<file path="config.mk">
export PLATFORM = sky130hd
export DESIGN_NAME = lbup_bg_div
export DESIGN_NICKNAME = d
export VERILOG_FILES = /design/src/design/lbup_pkg.sv /design/src/design/lbup_bg_div.sv
export SDC_FILE = /design/constraint.sdc
export NUM_CORES = 1
export LEC_CHECK = 0
export ABC_CLOCK_PERIOD_IN_PS = 10400
export BUFFER_PORTS_ARGS = -buffer_cell sky130_fd_sc_hd__buf_4
export CORE_MARGIN = 2
export CORE_UTILIZATION = 62
export CTS_CLUSTER_DIAMETER = 120
export DETAILED_ROUTE_END_ITERATION = 8
export GPL_TIMING_DRIVEN = 0
export PLACE_DENSITY_LB_ADDON = 0.08
export SETUP_SLACK_MARGIN = 0.4
export SYNTH_ARGS = -nofsm -noshare
export SYNTH_HDL_FRONTEND = slang
export SYNTH_SLANG_ARGS = --single-unit
</file>
<file path="constraint.sdc">
create_clock -name clock -period 10.4 [get_ports clock]
set_clock_uncertainty 0.05 [all_clocks]
set_input_delay 1.04 -clock clock [delete_from_list [all_inputs] [get_ports clock]]
set_output_delay 1.04 -clock clock [all_outputs]
set_load 0.005 [all_outputs]
</file>
<file path="src/design/lbup_pkg.sv">
// shared types, constants and helper functions of the letterbox upscaler
package lbup_pkg;

   localparam int IMAGE_SIDE  = 64;
   localparam int MAX_SCALE   = 8;
   localparam int MAX_DISPLAY = 4096;

   localparam int POS_W   = 12;
   localparam int DIM_W   = 13;
   localparam int PIX_W   = 32;
   localparam int REQ_W   = 2 * POS_W + PIX_W;
   localparam int CSR_AW  = 1;
   localparam int SCALE_W = 5;
   localparam int REC_K   = 17;
   localparam int REC_W   = REC_K + 1;

   // background gradient runs over this many shades from top to bottom
   localparam int SHADE_SPAN = 32;
   localparam int SHADE_W    = $clog2(SHADE_SPAN);

   localparam logic [DIM_W-1:0] RESET_WIDTH  = 13'd1024;
   localparam logic [DIM_W-1:0] RESET_HEIGHT = 13'd768;

   localparam logic [7:0] BG_ALPHA   = 8'hff;
   localparam logic [7:0] SHADE_BASE = 8'h10;
   localparam logic [7:0] BLUE_LIFT  = 8'h08;

   typedef enum logic {
      CMD_WRITE = 1'b0,
      CMD_QUERY = 1'b1
   } cmd_type;

   typedef enum logic [CSR_AW-1:0] {
      REG_DISPLAY_WIDTH  = 1'b0,
      REG_DISPLAY_HEIGHT = 1'b1
   } reg_index_type;

   typedef struct packed {
      logic [DIM_W-1:0] width;
      logic [DIM_W-1:0] height;
      logic [DIM_W-1:0] left;
      logic [DIM_W-1:0] top;
      logic [DIM_W-1:0] shown_w;
      logic [DIM_W-1:0] shown_h;
      logic [REC_W-1:0] recip;
   } geom_type;

   typedef struct packed {
      logic load_b;
      logic load_c;
   } pipe_en_type;

   // ceil(2^REC_K / scale): floor(n * recip >> REC_K) equals n / scale for 12-bit n
   function automatic logic [REC_W-1:0] recip_lut(input logic [SCALE_W-1:0] s);
      logic [REC_W-1:0] r;
      case (s)
         5'd1:    r = 18'd131072;
         5'd2:    r = 18'd65536;
         5'd3:    r = 18'd43691;
         5'd4:    r = 18'd32768;
         5'd5:    r = 18'd26215;
         5'd6:    r = 18'd21846;
         5'd7:    r = 18'd18725;
         5'd8:    r = 18'd16384;
         5'd9:    r = 18'd14564;
         5'd10:   r = 18'd13108;
         5'd11:   r = 18'd11916;
         5'd12:   r = 18'd10923;
         5'd13:   r = 18'd10083;
         5'd14:   r = 18'd9363;
         5'd15:   r = 18'd8739;
         5'd16:   r = 18'd8192;
         default: r = 18'd131072;
      endcase
      return r;
   endfunction

   function automatic logic [DIM_W-1:0] clamp_dim(input logic [DIM_W-1:0] v);
      logic [DIM_W-1:0] d;
      d = v;
      if (d == '0) d = DIM_W'(1);
      if (d > DIM_W'(MAX_DISPLAY)) d = DIM_W'(MAX_DISPLAY);
      return d;
   endfunction

   function automatic logic [PIX_W-1:0] bg_color(input logic [SHADE_W-1:0] q);
      logic [7:0] shade;
      shade = SHADE_BASE + 8'(q);
      return {BG_ALPHA, shade, shade, shade + BLUE_LIFT};
   endfunction

endpackage

</file>
<file path="src/design/lbup_bg_div.sv">
// two-stage restoring divider for the background shade, row * SHADE_SPAN / height
module lbup_bg_div (
   input  logic                          clock,
   input  lbup_pkg::pipe_en_type         en,
   input  logic [lbup_pkg::POS_W-1:0]    row,
   input  logic [lbup_pkg::DIM_W-1:0]    height,
   output logic [lbup_pkg::SHADE_W-1:0]  shade_q
);

   localparam int FIRST_STEPS = 3;

   logic [lbup_pkg::DIM_W-1:0]   rem_ff, rem_in;
   logic [lbup_pkg::SHADE_W-1:0] part_ff, part_in;
   logic [lbup_pkg::SHADE_W-1:0] shade_ff, shade_in;

   // row < height on every query that uses the shade, so the remainder stays below height
   always_comb begin
      logic [lbup_pkg::DIM_W:0] r2;
      rem_in  = lbup_pkg::DIM_W'(row);
      part_in = '0;
      for (int k = 0; k < FIRST_STEPS; k++) begin
         r2 = {rem_in, 1'b0};
         if (r2 >= {1'b0, height}) begin
            part_in = {part_in[lbup_pkg::SHADE_W-2:0], 1'b1};
            rem_in  = lbup_pkg::DIM_W'(r2 - {1'b0, height});
         end else begin
            part_in = {part_in[lbup_pkg::SHADE_W-2:0], 1'b0};
            rem_in  = r2[lbup_pkg::DIM_W-1:0];
         end
      end
   end

   always_comb begin
      logic [lbup_pkg::DIM_W:0]   r2;
      logic [lbup_pkg::DIM_W-1:0] r;
      r        = rem_ff;
      shade_in = part_ff;
      for (int k = FIRST_STEPS; k < lbup_pkg::SHADE_W; k++) begin
         r2 = {r, 1'b0};
         if (r2 >= {1'b0, height}) begin
            shade_in = {shade_in[lbup_pkg::SHADE_W-2:0], 1'b1};
            r        = lbup_pkg::DIM_W'(r2 - {1'b0, height});
         end else begin
            shade_in = {shade_in[lbup_pkg::SHADE_W-2:0], 1'b0};
            r        = r2[lbup_pkg::DIM_W-1:0];
         end
      end
   end

   always_ff @(posedge clock) begin
      if (en.load_b) begin
         rem_ff  <= rem_in;
         part_ff <= part_in;
      end
      if (en.load_c) begin
         shade_ff <= shade_in;
      end
   end

   assign shade_q = shade_ff;

endmodule

</file>
==> summary.txt <==
Clock network
  – TritonCTS clock tree: done
  – TritonCTS buffer count: 3
  – Sink Count: 21
  – Postcts setup bufs: 0
  – Clock transition at path regs: ~0.080 ns
  – Clock Tree Buf Depth: 2
  – Worst skew pair latency: 0.26 ns
  – H-Tree Depth: 1
  – Clock Tree Root: clkbuf_8
  – Post-CTS Hold Fix Bufs: 0
  – PostCTS Resize Cnt: 0

Yosys
  – Yosys reg bits: 21
  – Synthesized area per cell: around 8.5 sq um
  – Post-Syn Instances: 470
  – Synth Cell Area: between 0.003 and 0.004 sq mm
  – Number of synthesized flops with an enable pin: 21
  – Complex-gate fraction of the synthesized area: 24.84%
  – Ys Warns: 0
  – Register area share after synthesis: around 16%
  – Ys async rst share: 0%
  – Largest family of logic cells by synthesized area: compound AO/OA/AOI/OAI gates
  – Xor/xnor share of the synthesized area: roughly 6.6%
  – Post-synthesis adder-cell area fraction: roughly a fifth
  – Most used DFF post-synth: edfxtp_1
  – Post-synthesis mux area share: between 10% and 20%
  – Post-synthesis simple-gate area fraction: between 10% and 20%
  – Mapped Nets: 561
  – Post-synth cell types: 65

Layout
  – Register Area: between 600 and 700 sq um
  – Commonest cells after routing, fill and taps aside: ha_1, a21oi_1, o21ai_0
  – Layout cells sized above 1: about 17%
  – Ant. Diodes: 0
  – Nets@finish: roughly 600
  – Fill count: roughly 530
  – Most common cell after layout, fill and taps aside: ha_1
  – Area of the multi-input gates: between 0.003 and 0.004 sq mm
  – Final Cell Area: 0.004354 sq mm
  – Layout area overhead: 9.434%

Floorplan
  – Num ports: 33
  – Initial core utilization: a little under two thirds
  – Chip width: 84.11 um
  – Placement row count: 29
  – Core area: between 0.006 and 0.007 sq mm
  – Die height: about 84 um
  – Die Area: roughly 0.0071 sq mm

STA
  – Final Max Tran Viols: 0
  – Setup TNS: 0 ns
  – Fin crit share: roughly 84%
  – Final setup vio count: 0
  – Worst-Margin Slew: around 0.7 ns
  – Final Critical Period: between 8 and 9 ns
  – Hold Fails Final Rpt: 0
  – RSZ-0062 raised after global routing: no
  – WHS: 0.3875 ns
  – Rel. slew slack: 51.94%
  – Fmax: around 110 MHz

Global routing
  – Vias in the first global route: approximately 3,600
  – Largest net degree at the start of global routing: 17
  – GR Overflow Total: 0
  – First-pass GRT wire length: about 16,000 um
  – Gr usage total: 27.51%
  – Initial antenna violation count: 0

Job
  – Max cap viols: 0

Power and ir drop
  – Clock power share: 5.0%
  – P_leak: between 1.5 and 2 nW
  – Reg power frac: 16.0%
  – Sw Share: approximately 45%
  – Peak VDD IR: 153.5 uV
  – P_int: roughly 0.57 mW
  – Comb power frac: between 70% and 80%
  – PD cells: around 240 mW/mm^2
  – Switching pwr: 0.4674 mW

Critical path
  – Crit-path max FO: 10
  – Worst Setup End Kind: flip-flop
  – R2R Setup Slk: ~5 ns
  – Crit path required time: about 10 ns
  – Critical Setup Path Class: in -> reg
  – Origin of the critical flop-to-flop path: rem_ff[0]$_SDFFCE_PN0P_
  – CP Buf/Inv Count: 7
  – Top delay family on crit path: compound AO/OA/AOI/OAI gates
  – Crit-path max cell delay: about 0.58 ns
  – Crit path max-delay cell type: a211oi_1
  – Worst EP arrival: ~8.7 ns
  – Worst flop-to-flop path endpoint: shade_q[0]$_DFFE_PP_
  – R2R depth: 15
  – Crit path launch type: input port

Drt
  – Drt wl/cell: between 15 and 20 um
  – 1st-pass router iterations: 5
  – Number of DRC markers in iteration 0: between 200 and 250
  – # DRC: 0
  – Vias: ~3,700
  – WL final: approximately 9500 um
  – Antenna Nets Post-Route: 0
  – Vias per cell: 6.399

Worst hold path
  – Worst Hold Depth: 0
  – Worst hold start: part_ff[1]$_DFFE_PP_
  – Worst Hold Endpoint: shade_q[3]$_DFFE_PP_
  – Hold crit path type: reg -> reg

Place
  – Dpl cell area: around 0.0043 sq mm
  – Routability congestion estimate: roughly 0.95
  – I/O Buffers: 31
  – DP HPWL: between 7000 and 8000 um

Run status
  – Status: finished clean
-- logic make-up (layout without fill, tap and decap cells) --
logic type | Yosys count | after routing
AOI/OAI and AO/OA | 151 | 151
buffers and inverters | 34 | 69
xor gates and xnor gates | 30 | 30
and+or+nand+nor | 137 | 137
adders and majority gates | 63 | 63
muxes | 34 | 34
DFF | 21 | 21
-- synthesized netlist by cell type, drive strengths merged (5+ instances only) --
master	instances	area, sq um
a21o	12	90.09
o211ai	7	57.55
inv	26	97.59
o21ai	33	165.2
a21oi	48	240.2
edfxtp	21	630.6
or2	6	37.54
o21a	8	60.06
mux2	30	390.4
nor2b	10	62.56
nand3	11	60.06
ha	61	763.2
nand2	32	120.1
or3	6	37.54
xnor2	21	183.9
and3	8	50.05
nor2	30	112.6
buf	5	43.79
nor3	9	45.04
xor2	9	78.83
nand2b	9	56.30
-- state kept, by name, indices dropped and copies added (netlist names) --
| signal | count |
|---|---|
| shade_q | 5 |
| part_ff | 3 |
| rem_ff | 13 |
-- power groups by stage --
stage	registers, mW	logic [mW]	clock network, mW
4_1_cts	0.165	0.810	0.0529
2_1_floorplan	0.162	0.648	0
5_1_grt	0.169	0.909	0.0553
3_3_place_gp	0.166	0.774	0
3_5_place_dp	0.167	0.803	0
6_report	0.165	0.818	0.0520
-- stage by stage --
stage               power (mW)  util (%)  cells  worst slack (ns)
CTS                      1.028     69.36    582             1.811
global route             1.133     69.36    582             1.313
finish                   1.035     69.36    582             1.670
detailed placement      0.9698     68.63    578             1.571
floorplan               0.8095         -    470             2.899
global placement        0.9405     68.63    578             1.730
-- routing by layer --
metal / share of wire [%] / up-vias / global-route usage, % / wire length (um)
met1: 43 / 1734 / 31.95 / 4057
met3: 3.7 / 25 / 2.077 / 349
met2: 50 / 113 / 51.37 / 4758
met4: 3.6 / 0 / 11.88 / 340
met5: 0 / - / 0 / 0
li1: - / 1852 / - / -
-- cell type report --
type / count / area share [%]
clock buffer: 3 / 0.9483
timing repair buffer: 31 / 5.345
inverter: 26 / 2.241
sequential: 21 / 14.48
clock inverter: 1 / 0.1149
buffer: 8 / 1.264
tap: 77 / 2.213
multi-input combinational: 415 / 73.39
-- worst max-delay path by stage --
| stage | start | endpoint | cells after the start |
|---|---|---|---|
| after CTS | height[1] | rem_ff[7]$_DFFE_PP_ | 31 |
| after global placement | height[1] | rem_ff[7]$_DFFE_PP_ | 31 |
| after global routing | height[1] | rem_ff[7]$_DFFE_PP_ | 31 |
| after detailed placement | height[1] | rem_ff[7]$_DFFE_PP_ | 31 |
| final | height[1] | rem_ff[7]$_DFFE_PP_ | 31 |
| after floorplan | height[1] | rem_ff[7]$_DFFE_PP_ | 30 |
Power figures use the tool's default switching activity.
