File: src/design/lbup_pkg.sv
// shared types, constants and helper functions of the letterbox upscaler
package lbup_pkg;

   localparam int IMAGE_SIDE  = 64;
   localparam int MAX_SCALE   = 8;
   localparam int MAX_DISPLAY = 4096;

   localparam int POS_W   = 12;
   localparam int DIM_W   = 13;
   localparam int PIX_W   = 32;
   localparam int REQ_W   = 2 * POS_W + PIX_W;
   localparam int CSR_AW  = 1;
   localparam int SCALE_W = 5;
   localparam int REC_K   = 17;
   localparam int REC_W   = REC_K + 1;

   // background gradient runs over this many shades from top to bottom
   localparam int SHADE_SPAN = 32;
   localparam int SHADE_W    = $clog2(SHADE_SPAN);

   localparam logic [DIM_W-1:0] RESET_WIDTH  = 13'd1024;
   localparam logic [DIM_W-1:0] RESET_HEIGHT = 13'd768;

   localparam logic [7:0] BG_ALPHA   = 8'hff;
   localparam logic [7:0] SHADE_BASE = 8'h10;
   localparam logic [7:0] BLUE_LIFT  = 8'h08;

   typedef enum logic {
      CMD_WRITE = 1'b0,
      CMD_QUERY = 1'b1
   } cmd_type;

   typedef enum logic [CSR_AW-1:0] {
      REG_DISPLAY_WIDTH  = 1'b0,
      REG_DISPLAY_HEIGHT = 1'b1
   } reg_index_type;

   typedef struct packed {
      logic [DIM_W-1:0] width;
      logic [DIM_W-1:0] height;
      logic [DIM_W-1:0] left;
      logic [DIM_W-1:0] top;
      logic [DIM_W-1:0] shown_w;
      logic [DIM_W-1:0] shown_h;
      logic [REC_W-1:0] recip;
   } geom_type;

   typedef struct packed {
      logic load_b;
      logic load_c;
   } pipe_en_type;

   // ceil(2^REC_K / scale): floor(n * recip >> REC_K) equals n / scale for 12-bit n
   function automatic logic [REC_W-1:0] recip_lut(input logic [SCALE_W-1:0] s);
      logic [REC_W-1:0] r;
      case (s)
         5'd1:    r = 18'd131072;
         5'd2:    r = 18'd65536;
         5'd3:    r = 18'd43691;
         5'd4:    r = 18'd32768;
         5'd5:    r = 18'd26215;
         5'd6:    r = 18'd21846;
         5'd7:    r = 18'd18725;
         5'd8:    r = 18'd16384;
         5'd9:    r = 18'd14564;
         5'd10:   r = 18'd13108;
         5'd11:   r = 18'd11916;
         5'd12:   r = 18'd10923;
         5'd13:   r = 18'd10083;
         5'd14:   r = 18'd9363;
         5'd15:   r = 18'd8739;
         5'd16:   r = 18'd8192;
         default: r = 18'd131072;
      endcase
      return r;
   endfunction

   function automatic logic [DIM_W-1:0] clamp_dim(input logic [DIM_W-1:0] v);
      logic [DIM_W-1:0] d;
      d = v;
      if (d == '0) d = DIM_W'(1);
      if (d > DIM_W'(MAX_DISPLAY)) d = DIM_W'(MAX_DISPLAY);
      return d;
   endfunction

   function automatic logic [PIX_W-1:0] bg_color(input logic [SHADE_W-1:0] q);
      logic [7:0] shade;
      shade = SHADE_BASE + 8'(q);
      return {BG_ALPHA, shade, shade, shade + BLUE_LIFT};
   endfunction

endpackage

File: src/design/lbup_geometry.sv
// display size registers and the derived scale, centering offsets and reciprocal
module lbup_geometry #(
   parameter int IMAGE_SIDE = lbup_pkg::IMAGE_SIDE
) (
   input  logic                             clock,
   input  logic                             reset,
   input  logic                             csr_we,
   input  logic [lbup_pkg::CSR_AW-1:0]      csr_addr,
   input  logic [lbup_pkg::DIM_W-1:0]       csr_wdata,
   output lbup_pkg::geom_type               geom
);

   lbup_pkg::geom_type geom_ff, geom_in;

   // largest s in 1..MAX_SCALE with s * IMAGE_SIDE <= d, or 1 when no s fits
   function automatic logic [lbup_pkg::SCALE_W-1:0] fit(input logic [lbup_pkg::DIM_W-1:0] d);
      logic [lbup_pkg::SCALE_W-1:0] s;
      s = lbup_pkg::SCALE_W'(1);
      for (int k = 2; k <= lbup_pkg::MAX_SCALE; k++) begin
         if (int'(d) >= k * IMAGE_SIDE) s = lbup_pkg::SCALE_W'(k);
      end
      return s;
   endfunction

   logic [lbup_pkg::DIM_W-1:0]   width_n, height_n, span, shown_w, shown_h;
   logic [lbup_pkg::SCALE_W-1:0] scale_w, scale_h, scale;

   // derived values follow the register write in the same edge
   always_comb begin
      width_n  = geom_ff.width;
      height_n = geom_ff.height;
      if (csr_we && csr_addr == lbup_pkg::REG_DISPLAY_WIDTH) begin
         width_n = lbup_pkg::clamp_dim(csr_wdata);
      end
      if (csr_we && csr_addr == lbup_pkg::REG_DISPLAY_HEIGHT) begin
         height_n = lbup_pkg::clamp_dim(csr_wdata);
      end
      if (reset) begin
         width_n  = lbup_pkg::RESET_WIDTH;
         height_n = lbup_pkg::RESET_HEIGHT;
      end
      scale_w = fit(width_n);
      scale_h = fit(height_n);
      scale   = (scale_h < scale_w) ? scale_h : scale_w;
      span    = lbup_pkg::DIM_W'(IMAGE_SIDE) * lbup_pkg::DIM_W'(scale);
      shown_w = (span > width_n) ? width_n : span;
      shown_h = (span > height_n) ? height_n : span;

      geom_in.width   = width_n;
      geom_in.height  = height_n;
      geom_in.shown_w = shown_w;
      geom_in.shown_h = shown_h;
      geom_in.left    = (width_n - shown_w) >> 1;
      geom_in.top     = (height_n - shown_h) >> 1;
      geom_in.recip   = lbup_pkg::recip_lut(scale);
   end

   always_ff @(posedge clock) begin
      geom_ff <= geom_in;
   end

   assign geom = geom_ff;

endmodule

File: config.mk
export PLATFORM = sky130hd
export DESIGN_NAME = lbup_geometry
export DESIGN_NICKNAME = d
export VERILOG_FILES = /design/src/design/lbup_pkg.sv /design/src/design/lbup_geometry.sv
export SDC_FILE = /design/constraint.sdc
export NUM_CORES = 1
export LEC_CHECK = 0
export BUFFER_PORTS_ARGS = -buffer_cell sky130_fd_sc_hd__buf_4
export CORE_MARGIN = 2
export CORE_UTILIZATION = 30
export CTS_CLUSTER_SIZE = 40
export DETAILED_ROUTE_END_ITERATION = 8
export HOLD_SLACK_MARGIN = 0.08
export PLACE_DENSITY = 0.52
export SYNTH_ARGS = -nofsm -noshare
export SYNTH_HDL_FRONTEND = slang
export SYNTH_SLANG_ARGS = --single-unit
export TNS_END_PERCENT = 1
File: constraint.sdc
create_clock -name clock -period 9 [get_ports clock]
set_clock_uncertainty 0.15 [all_clocks]
set_input_delay 1.8 -clock clock [delete_from_list [all_inputs] [get_ports clock]]
set_output_delay 1.8 -clock clock [all_outputs]
set_load 0.005 [all_outputs]
==> flow_metrics.env <==
export IMPL_switching_share_pct=27.7
export IMPL_arrival_ns=8.21
export IMPL_vias=3782
export IMPL_drt_total_wl_um=12100
export IMPL_row_count=44
export IMPL_worstRegToRegCells=28
export IMPL_fin_tns_setup_ns=0
export IMPL_cap_violations=0
export IMPL_status="complete, no violations"
export IMPL_die_area_mm2=0.0156
export IMPL_cts_resized=0
export IMPL_grt_remaining_overflow=0
export IMPL_seqPwrFrac_pct=45.8
export IMPL_p_int_uw=738
export IMPL_async_reset_ff_share_pct=0
export IMPL_cts_root_buf="clkbuf_16"
export IMPL_drcViolationCount=0
export IMPL_yosys_register_bits=94
export IMPL_antennaDiodeCount=0
export IMPL_clockPowerShare_pct=34.4
export IMPL_relSlewSlack_pct=35.1
export IMPL_synth_top_family_by_area="compound AO/OA/AOI/OAI gates"
export IMPL_synth_compound_area_share_pct=21.2
export IMPL_synth_ff_type="dfxtp_1"
export IMPL_r2r_start="geom[94]"
export IMPL_holdBufCountCts=0
export IMPL_rsz0062_at_grt="false"
export IMPL_grtUsageTotal_pct=15.5
export IMPL_synth_edff_count=0
export IMPL_place_ws_ns=0.537
export IMPL_antenna_found_initial=0
export IMPL_final_common_cell="buf_4"
export IMPL_wl_per_cell_um=15.4
export IMPL_hpwl_um=9290
export IMPL_port_buffers=110
export IMPL_netlist_area_mm2=0.00439
export IMPL_cts_tree="yes"
export IMPL_min_path_cells=2
export IMPL_vias_per_cell=4.82
export IMPL_clock_sinks=94
export IMPL_drt_iter0_drc=234
export IMPL_routabilityCongestion=0.827
export IMPL_p_sw_uw=282
export IMPL_drive_gt1_share_pct=27.1
export IMPL_path_class="in -> reg"
export IMPL_htreeDepth=3
export IMPL_path_clk_slew_ns=0.07
export IMPL_hold_viol=0
export IMPL_area_growth_pct=29.3
export IMPL_final_antenna_net_count=0
export IMPL_worst_slack_ns=0.929
export IMPL_power_total_mw=1.02
export IMPL_cp_depth=29
export IMPL_crit_family="compound AO/OA/AOI/OAI gates"
export IMPL_drv_slew=0
export IMPL_worst_path_max_fanout=18
export IMPL_synth_adder_area_share_pct=6.84
export IMPL_p_comb_share_pct=19.8
export IMPL_peakVddDrop_mv=0.0939
export IMPL_clk_latency_ns=0.36
export IMPL_die_h_um=125
export IMPL_post_cts_buffers=0
export IMPL_largest_reg_flops=94
export IMPL_max_freq_mhz=124
export IMPL_hold_end="geom[86]"
export IMPL_io_pins=113
export IMPL_grt_pass1_wl_um=19300
export IMPL_setup_viol=0
export IMPL_final_cell_mix="buf_4 (115), dfxtp_1 (94), nand2_1 (50), nor2_1 (36), a21oi_1 (36)"
export IMPL_r2r_setup_slack_ns=2.25
export IMPL_period_share_pct=89.7
export IMPL_min_period_ns=8.07
export IMPL_synth_area_per_cell_um2=9.04
export IMPL_design_area_mm2=0.00568
export IMPL_slowest_stage="nand2b_1"
export IMPL_coreArea_mm2=0.0144
export IMPL_rr_endpoint="geom[67]"
export IMPL_synth_simple_area_share_pct=18.0
export IMPL_initial_core_util_pct=30.5
export IMPL_dr_pass1_iters=6
export IMPL_cts_buffers=9
export IMPL_hp_start="geom[86]"
export IMPL_pwr_density_cell_mw_per_mm2=180
export IMPL_synth_warning_count=0
export IMPL_min_path_type="reg -> reg"
export IMPL_synth_xor_xnor_area_share_pct=2.79
export IMPL_synthMuxAreaShare_pct=2.71
export IMPL_first_global_vias=3709
export IMPL_die_w_um=125
export IMPL_tightest_slew_ns=0.959
export IMPL_setup_worst_path_end_class="flip-flop"
export IMPL_leakagePower_nw=2.52
export IMPL_yosysUniqueCellTypes=76
export IMPL_final_util_pct=39.4
export IMPL_grt_max_degree=31
export IMPL_required_ns=9.14
export IMPL_synthCells=486
export IMPL_cts_buffer_depth=2
export IMPL_yosysSeqAreaShare_pct=42.8
export IMPL_crit_path_start_kind="primary input"
export IMPL_fin_nets=637
export IMPL_slowest_delay_ns=0.44
export IMPL_place_area_mm2=0.00540
export IMPL_path_buf_inv=5
[cells by family after synthesis]
logic type,after synthesis
simple gates,158
compound gates,127
flops,94
buf+inv,57
fa+ha+maj,24
xor+xnor,14
mux,10
other cells,2
[metal layers]
metal  part of all wire [%]  track usage (%)  vias to the layer above
met5                      0                0                        -
met4                    2.0             6.54                        0
met3                    5.4             3.47                       15
met2                     46             24.4                      100
met1                     47             20.6                     1766
li1                       -                -                     1901
[worst max-delay path by stage]
stage / start / end / slack (ns)
2_1_floorplan: csr_wdata[12] / geom[67] / 1.43
3_5_place_dp: csr_addr / geom[67] / 0.54
6_report: csr_addr / geom[67] / 0.93
4_1_cts: csr_addr / geom[67] / 0.90
3_3_place_gp: csr_addr / geom[67] / 0.76
5_1_grt: csr_addr / geom[67] / 0.33
[synth_stat cells (2+ instances only)]
cell       count  share of area, %
a31oi_1        3              0.43
inv_2          3              0.26
o211ai_1       4              0.68
o2bb2ai_1      2              0.40
inv_1         29               2.5
and2_1        10               1.4
nand2b_1       5              0.71
o311ai_1       5               1.0
a211oi_4       2              0.91
nor2b_1        8               1.1
o22ai_1        3              0.43
dfxtp_1       94                43
conb_1         2              0.17
nor2_1        36               3.1
or3_1          6              0.85
a211oi_1       8               1.4
clkbuf_1       6              0.51
buf_4          3              0.51
mux2i_1        4              0.91
o32a_1         2              0.46
a21boi_0       2              0.34
o21ba_2        2              0.46
nor3_1        11               1.3
a21o_1         4              0.68
nor4_1         3              0.43
nand2_1       50               4.3
o31ai_1        2              0.34
nand3_1        7              0.80
o21bai_1       4              0.68
mux2_2         4               1.0
xor2_1         8               1.6
o21ai_0       21               2.4
nor3b_1        4              0.68
and3_1         2              0.28
ha_1          24               6.8
xnor2_1        6               1.2
or2_2          4              0.57
or2_1          2              0.28
buf_1          4              0.34
buf_2         11               1.3
o21a_1         6               1.0
a21oi_1       36               4.1
[power by group through the flow]
stage	combinational [mW]	sequential (mW)	clock, mW
2_1_floorplan	0.110	0.477	0
3_3_place_gp	0.201	0.476	0
3_5_place_dp	0.202	0.476	0
4_1_cts	0.203	0.468	0.365
5_1_grt	0.223	0.471	0.380
6_report	0.202	0.467	0.351
[per-stage QoR]
stage | hold WS [ns] | instances
2_1_floorplan | 0.339 | 494
3_3_place_gp | 0.368 | 769
4_1_cts | 0.399 | 785
6_report | 0.399 | 785
5_1_grt | 0.433 | 785
3_5_place_dp | 0.387 | 769
[area by class of cell]
cell class                      count  area [um2]
Multi-Input combinational cell    343        2300
Clock inverter                      7        51.3
Tap cell                          184         230
Clock buffer                        9         225
Sequential cell                    94        1880
Timing Repair Buffer              115         863
Inverter                           33         126
Fill cell                        1497        8750
[worst reg2reg max path: cells and delay by family (launching register included)]
family	cells	cell delay [ns]
XOR/XNOR	1	0.16
buffers and inverters	4	0.50
adder cells (fa/ha/maj)	3	0.95
multiplexers	1	0.17
flip-flops	1	0.33
AND/OR/NAND/NOR	7	1.76
AO/OA/AOI/OAI	12	2.67
No activity file was read; power rests on OpenSTA's default activity.
